$ cat src/design/fsps_pkg.sv
package fsps_pkg;

  localparam int SLOTS  = 3;
  localparam int SLOT_W = (SLOTS > 1) ? $clog2(SLOTS) : 1;

  localparam int LCD_W   = 12;
  localparam int SEQ_W   = 32;
  localparam int IMG_W   = 16;
  localparam int PIX_W   = 24;
  localparam int PAD_W   = 4;
  localparam int SLOTF_W = 2;
  localparam int MASK_W  = 3;

  localparam logic [LCD_W-1:0] LCD_WIDTH_RST  = 12'd480;
  localparam logic [LCD_W-1:0] LCD_HEIGHT_RST = 12'd800;

  typedef logic [SLOT_W-1:0] slot_t;
  typedef logic [SLOTS-1:0]  slot_mask_t;
  typedef logic [SEQ_W-1:0]  seq_t;

  typedef enum logic {
    REG_LCD_WIDTH  = 1'b0,
    REG_LCD_HEIGHT = 1'b1
  } cfg_reg_e;

  typedef enum logic [1:0] {
    MODE_ARRIVED = 2'd0,
    MODE_DECODED = 2'd1,
    MODE_COPIED  = 2'd2,
    MODE_RELOAD  = 2'd3
  } mode_e;

  typedef enum logic [1:0] {
    CMD_NONE   = 2'd0,
    CMD_DECODE = 2'd1,
    CMD_COPY   = 2'd2,
    CMD_SWITCH = 2'd3
  } cmd_e;

  typedef enum logic [1:0] {
    CHROMA_420   = 2'd0,
    CHROMA_444   = 2'd1,
    CHROMA_422   = 2'd2,
    CHROMA_OTHER = 2'd3
  } chroma_e;

  typedef enum logic [3:0] {
    PH_WAIT   = 4'b0001,
    PH_DECODE = 4'b0010,
    PH_COPY   = 4'b0100,
    PH_RELOAD = 4'b1000
  } phase_e;

  typedef struct packed {
    logic       found;
    slot_t      best;
    slot_mask_t freed;
  } pick_t;

  typedef struct packed {
    logic [LCD_W-1:0] x_off;
    logic [LCD_W-1:0] y_off;
    logic [PIX_W-1:0] pix_off;
    logic [PAD_W-1:0] pad;
  } geom_t;

endpackage

$ cat src/design/fsps_pick.sv
module fsps_pick import fsps_pkg::*; (
  input  slot_mask_t ready_i,
  input  seq_t       seq_i [SLOTS],
  output pick_t      pick_o
);

  always_comb begin
    logic  found;
    slot_t best;
    seq_t  best_seq;
    found    = 1'b0;
    best     = '0;
    best_seq = '0;
    for (int i = 0; i < SLOTS; i++) begin
      if (ready_i[i] && (!found || seq_i[i] > best_seq)) begin
        found    = 1'b1;
        best     = SLOT_W'(i);
        best_seq = seq_i[i];
      end
    end
    pick_o.found = found;
    pick_o.best  = best;
    pick_o.freed = '0;
    for (int i = 0; i < SLOTS; i++) begin
      pick_o.freed[i] = found && ready_i[i] && (SLOT_W'(i) != best);
    end
  end

endmodule

$ cat src/design/fsps_geom.sv
module fsps_geom import fsps_pkg::*; (
  input  logic [LCD_W-1:0] lcd_width_i,
  input  logic [LCD_W-1:0] lcd_height_i,
  input  logic [IMG_W-1:0] image_width_i,
  input  logic [IMG_W-1:0] image_height_i,
  input  logic [1:0]       chroma_i,
  output geom_t            geom_o
);

  logic [LCD_W-1:0]   x_diff;
  logic [LCD_W-1:0]   y_diff;
  logic [LCD_W-1:0]   x_off;
  logic [LCD_W-1:0]   y_off;
  logic [2*LCD_W-1:0] row_base;
  logic [2:0]         pad8;

  always_comb begin
    x_diff = lcd_width_i - image_width_i[LCD_W-1:0];
    y_diff = lcd_height_i - image_height_i[LCD_W-1:0];
    x_off  = (IMG_W'(lcd_width_i) > image_width_i) ? (x_diff >> 1) : '0;
    y_off  = (IMG_W'(lcd_height_i) > image_height_i) ? (y_diff >> 1) : '0;
    pad8   = 3'd0 - image_width_i[2:0];
  end

  assign row_base = y_off * lcd_width_i;

  always_comb begin
    geom_o.x_off   = x_off;
    geom_o.y_off   = y_off;
    geom_o.pix_off = PIX_W'(row_base) + PIX_W'(x_off);
    case (chroma_i)
      CHROMA_420, CHROMA_422: geom_o.pad = PAD_W'(4'd0 - image_width_i[3:0]);
      CHROMA_444:             geom_o.pad = {1'b0, pad8};
      default:                geom_o.pad = '0;
    endcase
  end

endmodule

$ cat src/design/frame_slot_pipeline_sequencer.sv
// An accepted item passes the input register, then the result register, whose output
// is the result item. Throughput: one item per cycle while the result is not stalled;
// the slot pick and the offset multiply sit between the two registers. A stalled result
// holds while one more item waits in the input stage.
// Reset: asynchronous, active low; phase waits for a frame, no slot ready, stamps zero,
// display size 480 x 800, both stages empty.
module frame_slot_pipeline_sequencer import fsps_pkg::*; (
  input  logic               clk_i,
  input  logic               rst_ni,
  input  logic               cfg_we_i,
  input  logic               cfg_index_i,
  input  logic [LCD_W-1:0]   cfg_data_i,
  input  logic               in_valid_i,
  output logic               in_stall_o,
  input  logic [1:0]         mode_i,
  input  logic [SLOTF_W-1:0] arrived_slot_i,
  input  logic [SEQ_W-1:0]   arrival_seq_i,
  input  logic [IMG_W-1:0]   image_width_i,
  input  logic [IMG_W-1:0]   image_height_i,
  input  logic [1:0]         chroma_i,
  output logic               out_valid_o,
  input  logic               out_stall_i,
  output logic [1:0]         command_o,
  output logic [SLOTF_W-1:0] command_slot_o,
  output logic [MASK_W-1:0]  freed_mask_o,
  output logic [LCD_W-1:0]   x_offset_o,
  output logic [LCD_W-1:0]   y_offset_o,
  output logic [PIX_W-1:0]   pixel_offset_o,
  output logic [PAD_W-1:0]   line_pad_o,
  output logic [IMG_W-1:0]   copy_width_o,
  output logic [IMG_W-1:0]   copy_height_o
);

  logic [LCD_W-1:0] lcd_width_q, lcd_height_q;

  logic               in_valid_q;
  logic [1:0]         mode_q;
  logic [SLOTF_W-1:0] aslot_q;
  logic [SEQ_W-1:0]   aseq_q;
  logic [IMG_W-1:0]   iw_q, ih_q;
  logic [1:0]         chroma_q;

  phase_e     phase_q, phase_d;
  slot_t      cur_q, cur_d;
  slot_mask_t ready_q, ready_d;
  seq_t       seq_q [SLOTS];
  seq_t       seq_d [SLOTS];

  logic               out_valid_q;
  logic [1:0]         cmd_d, cmd_q;
  logic [SLOTF_W-1:0] cslot_d, cslot_q;
  logic [MASK_W-1:0]  freed_d, freed_q;
  geom_t              geom_d, geom_q;
  logic [IMG_W-1:0]   cw_d, cw_q, ch_d, ch_q;

  logic       advance;
  logic       fire;
  logic       aslot_ok;
  slot_t      aslot;
  slot_mask_t cur_mask;
  slot_mask_t arr_ready, rel_ready, pick_ready;
  seq_t       arr_seq [SLOTS];
  seq_t       pick_seq [SLOTS];
  pick_t      pick;
  geom_t      geom;

  assign advance    = !out_valid_q || !out_stall_i;
  assign fire       = in_valid_q && advance;
  assign in_stall_o = in_valid_q && !advance;

  always_ff @(posedge clk_i or negedge rst_ni) begin
    if (!rst_ni) begin
      lcd_width_q  <= LCD_WIDTH_RST;
      lcd_height_q <= LCD_HEIGHT_RST;
    end else if (cfg_we_i) begin
      case (cfg_reg_e'(cfg_index_i))
        REG_LCD_WIDTH:  lcd_width_q  <= cfg_data_i;
        REG_LCD_HEIGHT: lcd_height_q <= cfg_data_i;
        default: ;
      endcase
    end
  end

  always_ff @(posedge clk_i or negedge rst_ni) begin
    if (!rst_ni) begin
      in_valid_q <= 1'b0;
    end else if (!in_stall_o) begin
      in_valid_q <= in_valid_i;
    end
  end

  always_ff @(posedge clk_i) begin
    if (!in_stall_o && in_valid_i) begin
      mode_q   <= mode_i;
      aslot_q  <= arrived_slot_i;
      aseq_q   <= arrival_seq_i;
      iw_q     <= image_width_i;
      ih_q     <= image_height_i;
      chroma_q <= chroma_i;
    end
  end

  assign aslot    = SLOT_W'(aslot_q);
  assign aslot_ok = 32'(aslot_q) < SLOTS;

  always_comb begin
    arr_ready = ready_q;
    for (int i = 0; i < SLOTS; i++) begin
      arr_seq[i] = seq_q[i];
      if (aslot_ok && aslot == SLOT_W'(i)) begin
        arr_ready[i] = 1'b1;
        arr_seq[i]   = aseq_q;
      end
    end
    cur_mask = '0;
    for (int i = 0; i < SLOTS; i++) begin
      if (cur_q == SLOT_W'(i)) begin
        cur_mask[i] = 1'b1;
      end
    end
    rel_ready = ready_q & ~cur_mask;
    pick_ready = (mode_e'(mode_q) == MODE_ARRIVED) ? arr_ready : rel_ready;
    for (int i = 0; i < SLOTS; i++) begin
      pick_seq[i] = (mode_e'(mode_q) == MODE_ARRIVED) ? arr_seq[i] : seq_q[i];
    end
  end

  fsps_pick u_pick (
    .ready_i (pick_ready),
    .seq_i   (pick_seq),
    .pick_o  (pick)
  );

  fsps_geom u_geom (
    .lcd_width_i    (lcd_width_q),
    .lcd_height_i   (lcd_height_q),
    .image_width_i  (iw_q),
    .image_height_i (ih_q),
    .chroma_i       (chroma_q),
    .geom_o         (geom)
  );

  always_comb begin
    phase_d = phase_q;
    cur_d   = cur_q;
    ready_d = ready_q;
    seq_d   = seq_q;
    cmd_d   = CMD_NONE;
    cslot_d = '0;
    freed_d = '0;
    geom_d  = '0;
    cw_d    = '0;
    ch_d    = '0;
    case (mode_e'(mode_q))
      MODE_ARRIVED: begin
        ready_d = arr_ready;
        seq_d   = arr_seq;
        if (phase_q == PH_WAIT && pick.found) begin
          ready_d = arr_ready & ~pick.freed;
          freed_d = MASK_W'(pick.freed);
          cur_d   = pick.best;
          phase_d = PH_DECODE;
          cmd_d   = CMD_DECODE;
          cslot_d = SLOTF_W'(pick.best);
        end
      end
      MODE_DECODED: begin
        geom_d  = geom;
        cw_d    = iw_q;
        ch_d    = ih_q;
        phase_d = PH_COPY;
        cmd_d   = CMD_COPY;
        cslot_d = SLOTF_W'(cur_q);
      end
      MODE_COPIED: begin
        if (phase_q == PH_COPY) begin
          phase_d = PH_RELOAD;
          cmd_d   = CMD_SWITCH;
          cslot_d = SLOTF_W'(cur_q);
        end
      end
      MODE_RELOAD: begin
        if (phase_q == PH_RELOAD) begin
          ready_d = rel_ready;
          freed_d = MASK_W'(cur_mask);
          phase_d = PH_WAIT;
          if (pick.found) begin
            ready_d = rel_ready & ~pick.freed;
            freed_d = MASK_W'(cur_mask | pick.freed);
            cur_d   = pick.best;
            phase_d = PH_DECODE;
            cmd_d   = CMD_DECODE;
            cslot_d = SLOTF_W'(pick.best);
          end
        end
      end
      default: ;
    endcase
  end

  always_ff @(posedge clk_i or negedge rst_ni) begin
    if (!rst_ni) begin
      phase_q <= PH_WAIT;
      cur_q   <= '0;
      ready_q <= '0;
      for (int i = 0; i < SLOTS; i++) begin
        seq_q[i] <= '0;
      end
    end else if (fire) begin
      phase_q <= phase_d;
      cur_q   <= cur_d;
      ready_q <= ready_d;
      seq_q   <= seq_d;
    end
  end

  always_ff @(posedge clk_i or negedge rst_ni) begin
    if (!rst_ni) begin
      out_valid_q <= 1'b0;
    end else if (advance) begin
      out_valid_q <= in_valid_q;
    end
  end

  always_ff @(posedge clk_i) begin
    if (fire) begin
      cmd_q   <= cmd_d;
      cslot_q <= cslot_d;
      freed_q <= freed_d;
      geom_q  <= geom_d;
      cw_q    <= cw_d;
      ch_q    <= ch_d;
    end
  end

  assign out_valid_o    = out_valid_q;
  assign command_o      = cmd_q;
  assign command_slot_o = cslot_q;
  assign freed_mask_o   = freed_q;
  assign x_offset_o     = geom_q.x_off;
  assign y_offset_o     = geom_q.y_off;
  assign pixel_offset_o = geom_q.pix_off;
  assign line_pad_o     = geom_q.pad;
  assign copy_width_o   = cw_q;
  assign copy_height_o  = ch_q;

endmodule

$ cat config.mk
export PLATFORM = sky130hd
export DESIGN_NAME = frame_slot_pipeline_sequencer
export DESIGN_NICKNAME = d
export VERILOG_FILES = /design/src/design/fsps_pkg.sv /design/src/design/fsps_pick.sv /design/src/design/fsps_geom.sv /design/src/design/frame_slot_pipeline_sequencer.sv
export SDC_FILE = /design/constraint.sdc
export NUM_CORES = 1
export LEC_CHECK = 0
export ABC_CLOCK_PERIOD_IN_PS = 11300
export BUFFER_PORTS_ARGS = -buffer_cell sky130_fd_sc_hd__buf_4
export CAP_MARGIN = 5
export CORE_MARGIN = 10
export CORE_UTILIZATION = 65
export CTS_CLUSTER_DIAMETER = 40
export DETAILED_ROUTE_END_ITERATION = 8
export GPL_ROUTABILITY_DRIVEN = 0
export MAX_ROUTING_LAYER = met4
export PLACE_DENSITY = 0.86
export RECOVER_POWER = 25
export SYNTH_ARGS = -nofsm -noshare
export SYNTH_HDL_FRONTEND = slang
export SYNTH_SLANG_ARGS = --single-unit
$ cat constraint.sdc
create_clock -name clk_i -period 11.3 [get_ports clk_i]
set_input_delay 1.695 -clock clk_i [delete_from_list [all_inputs] [get_ports clk_i]]
set_output_delay 1.695 -clock clk_i [all_outputs]
set_load 0.01 [all_outputs]
==> results of run 1 <==
[metrics by stage]
| step | std cells | power [mW] | setup WS, ns | area [um2] | util |
|---|---|---|---|---|---|
| 6_report | 2309 | 3.81 | 3.12 | 22400 | 0.755 |
| 5_1_grt | 2309 | 4.02 | 2.67 | 22400 | 0.755 |
| 4_1_cts | 2308 | 3.81 | 3.22 | 22400 | 0.756 |
| 3_5_place_dp | 2238 | 2.58 | 3.23 | 21100 | 0.712 |
| 3_3_place_gp | 2238 | 2.52 | 3.53 | 21100 | 0.712 |
| 2_1_floorplan | 1735 | 2.24 | 4.23 | 19500 | - |
[state kept, by name (all words and copies together), names as in the netlist, 4 cells and up]
register and cells:
x_offset_o 11, copy_height_o 16, lcd_height_q 12, copy_width_o 16, phase_q 4, y_offset_o 11
lcd_width_q 12, line_pad_o 4, pixel_offset_o 24, iw_q 16, ih_q 16, seq_q 96
aseq_q 32
[cell usage after synthesis, types with 9 or more instances]
library cell    n
nand4_1        21
inv_1         154
xor2_1         10
nor4_1          9
o21ai_0        40
buf_1          12
mux2_2        184
nor2b_1         9
and3_1         67
a21oi_1        87
dfrtp_1       123
buf_4           9
nor3_1         18
and2_1         30
ha_1          159
edfxtp_1      159
nand3_1        23
clkbuf_1       43
and2_2          9
a21o_1         20
mux2i_1        36
nor2_1        104
nand2_1       140
nand2b_1       42
xnor2_1        22
fa_1          103
[worst paths after layout]
| kind | cells after the start | end |
|---|---|---|
| worst max-delay path | 30 | pixel_offset_o[23]$_SDFFCE_PN0P_ |
| worst max register to register | 30 | pixel_offset_o[23]$_SDFFCE_PN0P_ |
| min in group asynchronous | 1 | seq_q[69]$_DFFE_PN0P_ |
| worst min-delay path | 1 | out_valid_o$_DFFE_PN0N_ |
| max in group asynchronous | 2 | lcd_width_q[0]$_DFFE_PN0P_ |
| worst min register to register | 1 | out_valid_o$_DFFE_PN0N_ |
[area by class of cell]
type	instances	area, um2
multi-input combinational	1214	10600
sequential	290	8060
fill	1885	7250
timing repair buffer	190	1400
clock buffer	51	1080
inverter	154	578
tap	390	488
clock inverter	19	224
antenna	1	2.50
[cells by family (layout without fill, tap and decap cells)]
kind of cell               after synthesis  count (layout)  share of synthesized area
and+or+nand+nor                        483             483                      0.123
xor gates and xnor gates                32              32                     0.0143
AOI/OAI and AO/OA                      215             215                     0.0697
other                                    1               3                   0.000192
adders and majority gates              262             262                      0.207
muxes                                  220             220                      0.125
buffers and inverters                  231             414                     0.0485
DFF                                    290             290                      0.413
[metal layers]
layer,vias up,track usage,part of all wire
li1,6383,-,-
met1,6811,0.288,0.37
met2,615,0.438,0.51
met3,142,0.0486,0.076
met4,0,0.105,0.041
met5,-,-,0
[power groups by stage]
| stage | registers (mW) | logic (mW) | clock network [mW] |
|---|---|---|---|
| finish | 1.43 | 1.17 | 1.22 |
| global route | 1.44 | 1.30 | 1.28 |
| CTS | 1.42 | 1.16 | 1.23 |
| detailed placement | 1.44 | 1.14 | 0 |
| global placement | 1.42 | 1.10 | 0 |
| floorplan | 1.39 | 0.842 | 0 |
==> impl_metrics.tcl, run 1 <==
set metrics [dict create \
    final-setup-viol-count 0 \
    skew_ns 0.0150 \
    via_count 14000 \
    rows 63 \
    tightest_slew_ns 3.20 \
    ys_ff_latch 290 \
    synth_flop_cell "edfxtp_1" \
    seq_power_share 0.374 \
    slowest_stage "fa_1" \
    netlist.area_leader.share 0.244 \
    final_cell_mix "mux2_2 (184), ha_1 (159), edfxtp_1 (159), inv_1 (154), nand2_1 (138)" \
    required_ns 11.67 \
    dr.pass1.iters 5 \
    vias_per_cell 6.04 \
    cts_root_buffer "clkbuf_16" \
    syn_inst 1734 \
    worstHoldStart "in_valid_q$_DFFE_PN0N_" \
    yosysSeqAreaShare 0.413 \
    fin_crit_sh 0.724 \
    core_um2 29600 \
    vdd_drop_max_v 0.000176 \
    ios 181 \
    numCtsBuffers 38 \
    first_iter_violations 1047 \
    drtAntennaViolNets 0 \
    pwr-share-comb 0.307 \
    grt_overflow 0 \
    fin_crit_ns 8.18 \
    fmaxAchievable_mhz 122 \
    crit_type "flop to flop" \
    clk_pin_slew_ns 0.06 \
    htreeDepth 2 \
    p_switching_mw 1.25 \
    status "finished, violations left" \
    cts_tree "done" \
    r2r-start "lcd_height_q[0]$_DFFE_PN0P_" \
    cp_slowest_stage_delay_ns 0.55 \
    die_area_um2 37400 \
    final_common_cell "mux2_2" \
    leakage_nw 10.4 \
    finalMaxSlewViolations 136 \
    numPortBuffers 178 \
    area_delta_synth_final_pct 14.6 \
    post_drt_wl_per_cell_um 20.4 \
    r2r_setup_slack_ns 3.12 \
    swShare 0.329 \
    avgSynthCellArea_um2 11.3 \
    hold_path_class "flop to flop" \
    clk_latency_ns 0.53 \
    power_density_nw_per_um2 170 \
    yosysWarningCount 0 \
    drv_cap 3 \
    tns_ns 0 \
    clock-sinks 290 \
    finalHoldViolCount 0 \
    postCtsSetupBuffers 0 \
    first_global_vias 14700 \
    synth_edf_count 159 \
    critPathLaunchType "flop" \
    grt_max_degree 75 \
    initial_core_util 0.659 \
    grt_pass1_wl_um 76300 \
    rsz0062_at_grt "no" \
    crit_family "adder cells" \
    internal-power_mw 2.56 \
    clockBufferDepth 3 \
    ys_types 72 \
    cp_common_cell "fa_1" \
    fin_nets 2238 \
    worst_ep_arrival_time_ns 8.55 \
    synth_top_area_cell "edfxtp_1" \
    fin_hold_ws_ns 0.483 \
    cp-startpoint "lcd_height_q[0]$_DFFE_PN0P_" \
    relSlewSlack -1.13 \
    wirelength_um 47100 \
    cts_hold_buf 0 \
    die_h_um 193 \
    cts_resized 0 \
    cp_num_buf_inv 6 \
    clkPwrFrac 0.319 \
    drive_gt1_frac 0.241 \
    grt_usage 0.255 \
    antenna_found_initial 1 \
    syn_area_um2 19500 \
    crit_fanout 73 \
    synthArstFlopShare 0.452 \
    hpwlAfterDp_um 33900 \
    end_kind "flop" \
    violations "max-capacitance violations, max-slew violations" \
    synth.top_cells.by_area "edfxtp_1 (24%), dfrtp_1 (16%), mux2_2 (11%)" \
    drcViolationCount 0 \
    die_w_um 193 \
]
Note: power is estimated with default switching activity, not from simulation.
==> run 2: changes to the inputs <==
ABC_CLOCK_PERIOD_IN_PS = 7800   (was 11300)
CORE_UTILIZATION = 61   (was 65)
PLACE_DENSITY = 0.82   (was 0.86)
clock period = 7.8 ns   (was 11.3 ns; I/O delays follow)
==> run 2 against run 1 <==
The run still ends with max-capacitance violations, max-slew violations left. Via count about the same. Global-route usage decreased by 0.30 points. First-iteration DRC count decreased by 10%. Utilization decreased by 3.4 points. Critical path type unchanged.
==> impl_metrics.tcl, run 2 (same netlist as run 1, synthesis figures left out) <==
set metrics [dict create \
    leakage_nw 10.6 \
    grt_pass1_wl_um 77100 \
    holdPathEnd "out_valid_o$_DFFE_PN0N_" \
    via_count 13900 \
    p_total_mw 5.72 \
    dpl_cell_area_um2 21200 \
    place_inst 2261 \
    numCtsBuffers 42 \
    grt_usage 0.252 \
    fmaxAchievable_mhz 133 \
    finalHoldViolCount 0 \
    antenna_found_initial 1 \
    clk_latency_ns 0.54 \
    clk_pin_slew_ns 0.05 \
    core_um2 31600 \
    clock-sinks 290 \
    first_iter_violations 938 \
    skew_ns 0.0159 \
    critPathLaunchType "flop" \
    worst_ep_arrival_time_ns 7.79 \
    status "finished, violations left" \
    hpwlAfterDp_um 34100 \
    vdd_drop_max_v 0.000223 \
    tightest_slew_ns 2.71 \
    dr.pass1.iters 5 \
    slowest_stage "fa_1" \
    worstHoldStart "in_valid_q$_DFFE_PN0N_" \
    fin_crit_ns 7.53 \
    final-setup-viol-count 0 \
    die_area_um2 39600 \
    r2r_setup_slack_ns 0.27 \
    regMostFlops "seq_q" \
    final_area_um2 22800 \
    rows 65 \
    htreeDepth 2 \
    crit_fanout 17 \
    final_cell_mix "mux2_2 (184), edfxtp_1 (159), ha_1 (156), inv_1 (154), nand2_1 (138)" \
    r2r-start "lcd_height_q[0]$_DFFE_PN0P_" \
    numPortBuffers 178 \
    initial_core_util 0.619 \
    area_delta_synth_final_pct 16.6 \
    power_density_nw_per_um2 251 \
    drv_cap 3 \
    vias_per_cell 5.94 \
    cp_slowest_stage_delay_ns 0.59 \
    fin_nets 2261 \
    die_h_um 199 \
    die_w_um 199 \
    holdPathStages 1 \
    drtAntennaViolNets 0 \
    n_fill_cell 2123 \
    drcViolationCount 0 \
    ios 181 \
    grt_overflow 0 \
    hold_path_class "flop to flop" \
    clockBufferDepth 3 \
    post_drt_wl_per_cell_um 20.6 \
    tns_ns 0 \
    finalMaxSlewViolations 128 \
    largest_register_ffs 96 \
    end_kind "flop" \
    cts_tree "done" \
    required_ns 8.05 \
    relSlewSlack -0.805 \
    fin_hold_ws_ns 0.484 \
    reg2reg_depth 31 \
    first_global_vias 14800 \
    drive_gt1_frac 0.257 \
    crit_type "flop to flop" \
    finalNonFillerCells 2346 \
    violations "max-capacitance violations, max-slew violations" \
    final_common_cell "mux2_2" \
    r2r_end "pixel_offset_o[20]$_SDFFCE_PN0P_" \
    fin_crit_sh 0.966 \
    cts_root_buffer "clkbuf_16" \
    wirelength_um 48400 \
    grt_max_degree 84 \
    cts_hold_buf 0 \
]
==> run 2: layer usage <==
metal  global-route usage  routed length, um  vias to the layer above
li1                     -                  -                     6414
met1                0.284              18600                     6844
met3               0.0493               3100                      157
met4                0.102               1970                        0
met5                    -                  0                        -
met2                0.433              24800                      531
==> run 2: final cells by class <==
type	instances	area, um2	area share
diodes	1	2.50	0.000110
clock buffers	45	1060	0.0466
clock inverters	31	350	0.0154
inverters	154	578	0.0254
multi-input cells	1214	10600	0.468
flip-flops and latches	290	8060	0.354
well taps	402	503	0.0221
repair buffers	209	1570	0.0689
==> run 2: stage by stage <==
step                setup slack (ns)   util
global route                 -0.0470  0.722
global placement               0.281  0.673
detailed placement           -0.0981  0.673
CTS                            0.102  0.718
finish                         0.266  0.722
floorplan                      0.727      -
==> run 2: timing repair <==
| action | in CTS | in global routing |
|---|---|---|
| resized for setup | 2 | 15 |
| endpoints found under the setup margin | 3 | 6 |
| endpoints found under the hold margin | 0 | 0 |
| buffers inserted | 0 | 7 |
| pin swaps | 0 | 6 |
| gates cloned | 0 | 1 |
==> run 2: worst max-delay path, delay by kind of cell (launching register included) <==
family          cells  cell delay, ns
compound gates     12            2.10
fa+ha+maj           8            3.42
buf+inv             9            0.90
flops               1            0.39
simple gates        2            0.43
==> run 2: worst max path at each step <==
stage | startpoint | end | depth (start not counted)
final | lcd_height_q[0]$_DFFE_PN0P_ | pixel_offset_o[20]$_SDFFCE_PN0P_ | 31
after global routing | lcd_height_q[0]$_DFFE_PN0P_ | pixel_offset_o[23]$_SDFFCE_PN0P_ | 31
after CTS | lcd_height_q[0]$_DFFE_PN0P_ | pixel_offset_o[21]$_SDFFCE_PN0P_ | 29
after detailed placement | lcd_height_q[0]$_DFFE_PN0P_ | pixel_offset_o[21]$_SDFFCE_PN0P_ | 29
after global placement | lcd_height_q[0]$_DFFE_PN0P_ | pixel_offset_o[21]$_SDFFCE_PN0P_ | 29
after floorplan | lcd_height_q[0]$_DFFE_PN0P_ | pixel_offset_o[21]$_SDFFCE_PN0P_ | 31
==> run 2: where the power goes <==
part           total, mW  switching [mW]  internal, mW
Sequential          2.05           0.166          1.88
Clock               1.90           0.748          1.15
Combinational       1.77           0.997         0.777
==> run 3: changes to the inputs <==
CTS_BUF_LIST = sky130_fd_sc_hd__clkbuf_16   (was default)
==> run 3 against run 2 <==
The run still ends with max-capacitance violations, max-slew violations left. Register-to-register slack is essentially flat. Utilization unchanged. Via count hardly changed. Hold slack is essentially flat. Combinational power is essentially flat. Setup slack better by 0.013 ns. First-iteration DRC count is 0.64% lower. Critical path depth did not move.
==> impl_metrics.tcl, run 3 (same netlist as run 1, synthesis figures left out) <==
set metrics [dict create \
    status "finished, violations left" \
    violations "max-capacitance violations, max-slew violations" \
    drcViolationCount 0 \
    leakage_nw 10.6 \
    setup_slack_ns 0.280 \
    hold_path_class "flop to flop" \
    dr.pass1.iters 6 \
    die_w_um 199 \
    cts_tree "done" \
    power_density_nw_per_um2 251 \
    crit_fanout 17 \
    cts_hold_buf 0 \
    via_count 13900 \
    fin_nets 2261 \
    clockBufferDepth 3 \
    crit_family "adder cells" \
    clk_latency_ns 0.54 \
    final-setup-viol-count 0 \
    tightest_slew_ns 2.70 \
    slowest_stage "fa_1" \
    worst_ep_arrival_time_ns 7.77 \
    core_um2 31600 \
    skew_ns 0.0146 \
    relSlewSlack -0.798 \
    end_kind "flop" \
    vdd_drop_max_v 0.000222 \
    fin_crit_sh 0.964 \
    final_area_um2 22800 \
    critPathLaunchType "flop" \
    initial_core_util 0.619 \
    grt_max_degree 84 \
    post_drt_wl_per_cell_um 20.6 \
    antenna_found_initial 1 \
    finalMaxSlewViolations 128 \
    r2r-start "lcd_height_q[0]$_DFFE_PN0P_" \
    dp_slack_ns -0.0981 \
    first_global_vias 14800 \
    p_total_mw 5.72 \
    cp-startpoint "lcd_height_q[0]$_DFFE_PN0P_" \
    die_h_um 199 \
    ios 181 \
    drive_gt1_frac 0.257 \
    fin_hold_ws_ns 0.485 \
    first_iter_violations 932 \
    cp_num_buf_inv 9 \
    worstHoldStart "in_valid_q$_DFFE_PN0N_" \
    cp_slowest_stage_delay_ns 0.59 \
    clk_pin_slew_ns 0.05 \
    final_common_cell "mux2_2" \
    clock-sinks 290 \
    hpwlAfterDp_um 34100 \
    cts_root_buffer "clkbuf_16" \
    final_cell_mix "mux2_2 (184), edfxtp_1 (159), inv_1 (157), ha_1 (156), nand2_1 (138)" \
    fin_crit_ns 7.52 \
    wirelength_um 48300 \
    grt_usage 0.252 \
    dpl_cell_area_um2 21200 \
    rows 65 \
    crit_type "flop to flop" \
    largest_register_ffs 96 \
    area_delta_synth_final_pct 16.6 \
    grt_overflow 0 \
    die_area_um2 39600 \
    finalHoldViolCount 0 \
    required_ns 8.05 \
    n_fill_cell 2123 \
    htreeDepth 2 \
    regMostFlops "seq_q" \
    numCtsBuffers 42 \
    drtAntennaViolNets 0 \
    numPortBuffers 178 \
    fmaxAchievable_mhz 133 \
    drv_cap 3 \
    vias_per_cell 5.95 \
    grt_pass1_wl_um 77100 \
]
run 3: changes by cell type in the layout (fill, tap and decap cells not counted), sizes merged:
cell / before / now
inv: 165 / 168
clkbuf: 119 / 116
run 3: what timing repair did:
| action | 4_1_cts | 5_1_grt |
|---|---|---|
| setup endpoints to repair | 3 | 6 |
| setup buffers | 0 | 7 |
| pin swaps | 0 | 6 |
| gates resized for setup | 2 | 15 |
| cloned | 0 | 1 |
run 3: per-layer routing:
layer	wire, um	track usage	vias up	part of all wire
li1	-	-	6415	-
met1	18400	0.284	6807	0.38
met2	24800	0.433	563	0.51
met3	3180	0.0493	163	0.066
met4	2020	0.102	0	0.042
met5	0	-	-	0
run 3: area by class of cell:
class / instances / area (um2) / area share
Multi-Input combinational cell: 1214 / 10600 / 0.468
Sequential cell: 290 / 8060 / 0.354
Timing Repair Buffer: 209 / 1570 / 0.0689
Clock buffer: 42 / 1050 / 0.0461
Inverter: 154 / 578 / 0.0254
Tap cell: 402 / 503 / 0.0221
Clock inverter: 34 / 362 / 0.0159
Antenna cell: 1 / 2.50 / 0.000110
run 3: power breakdown:
part	internal, mW	switching, mW
clock	1.15	0.749
combinational	0.777	0.997
sequential	1.88	0.165
total	3.80	1.91
run 3: worst paths after layout:
kind,end,cells after the start,slack [ns]
max in group asynchronous,seq_q[91]$_DFFE_PN0P_,2,4.08
min reg2reg,out_valid_o$_DFFE_PN0N_,1,0.48
min,out_valid_o$_DFFE_PN0N_,1,0.48
min in group asynchronous,seq_q[73]$_DFFE_PN0P_,1,1.49
max,pixel_offset_o[20]$_SDFFCE_PN0P_,31,0.28
max reg2reg,pixel_offset_o[20]$_SDFFCE_PN0P_,31,0.28
run 3: stage by stage:
| step | instances | TNS (ns) | util |
|---|---|---|---|
| 6_report | 2346 | 0 | 0.722 |
| 3_3_place_gp | 2261 | 0 | 0.673 |
| 4_1_cts | 2337 | 0 | 0.718 |
| 3_5_place_dp | 2261 | -0.212 | 0.673 |
| 5_1_grt | 2346 | -0.148 | 0.722 |
| 2_1_floorplan | 1735 | 0 | - |
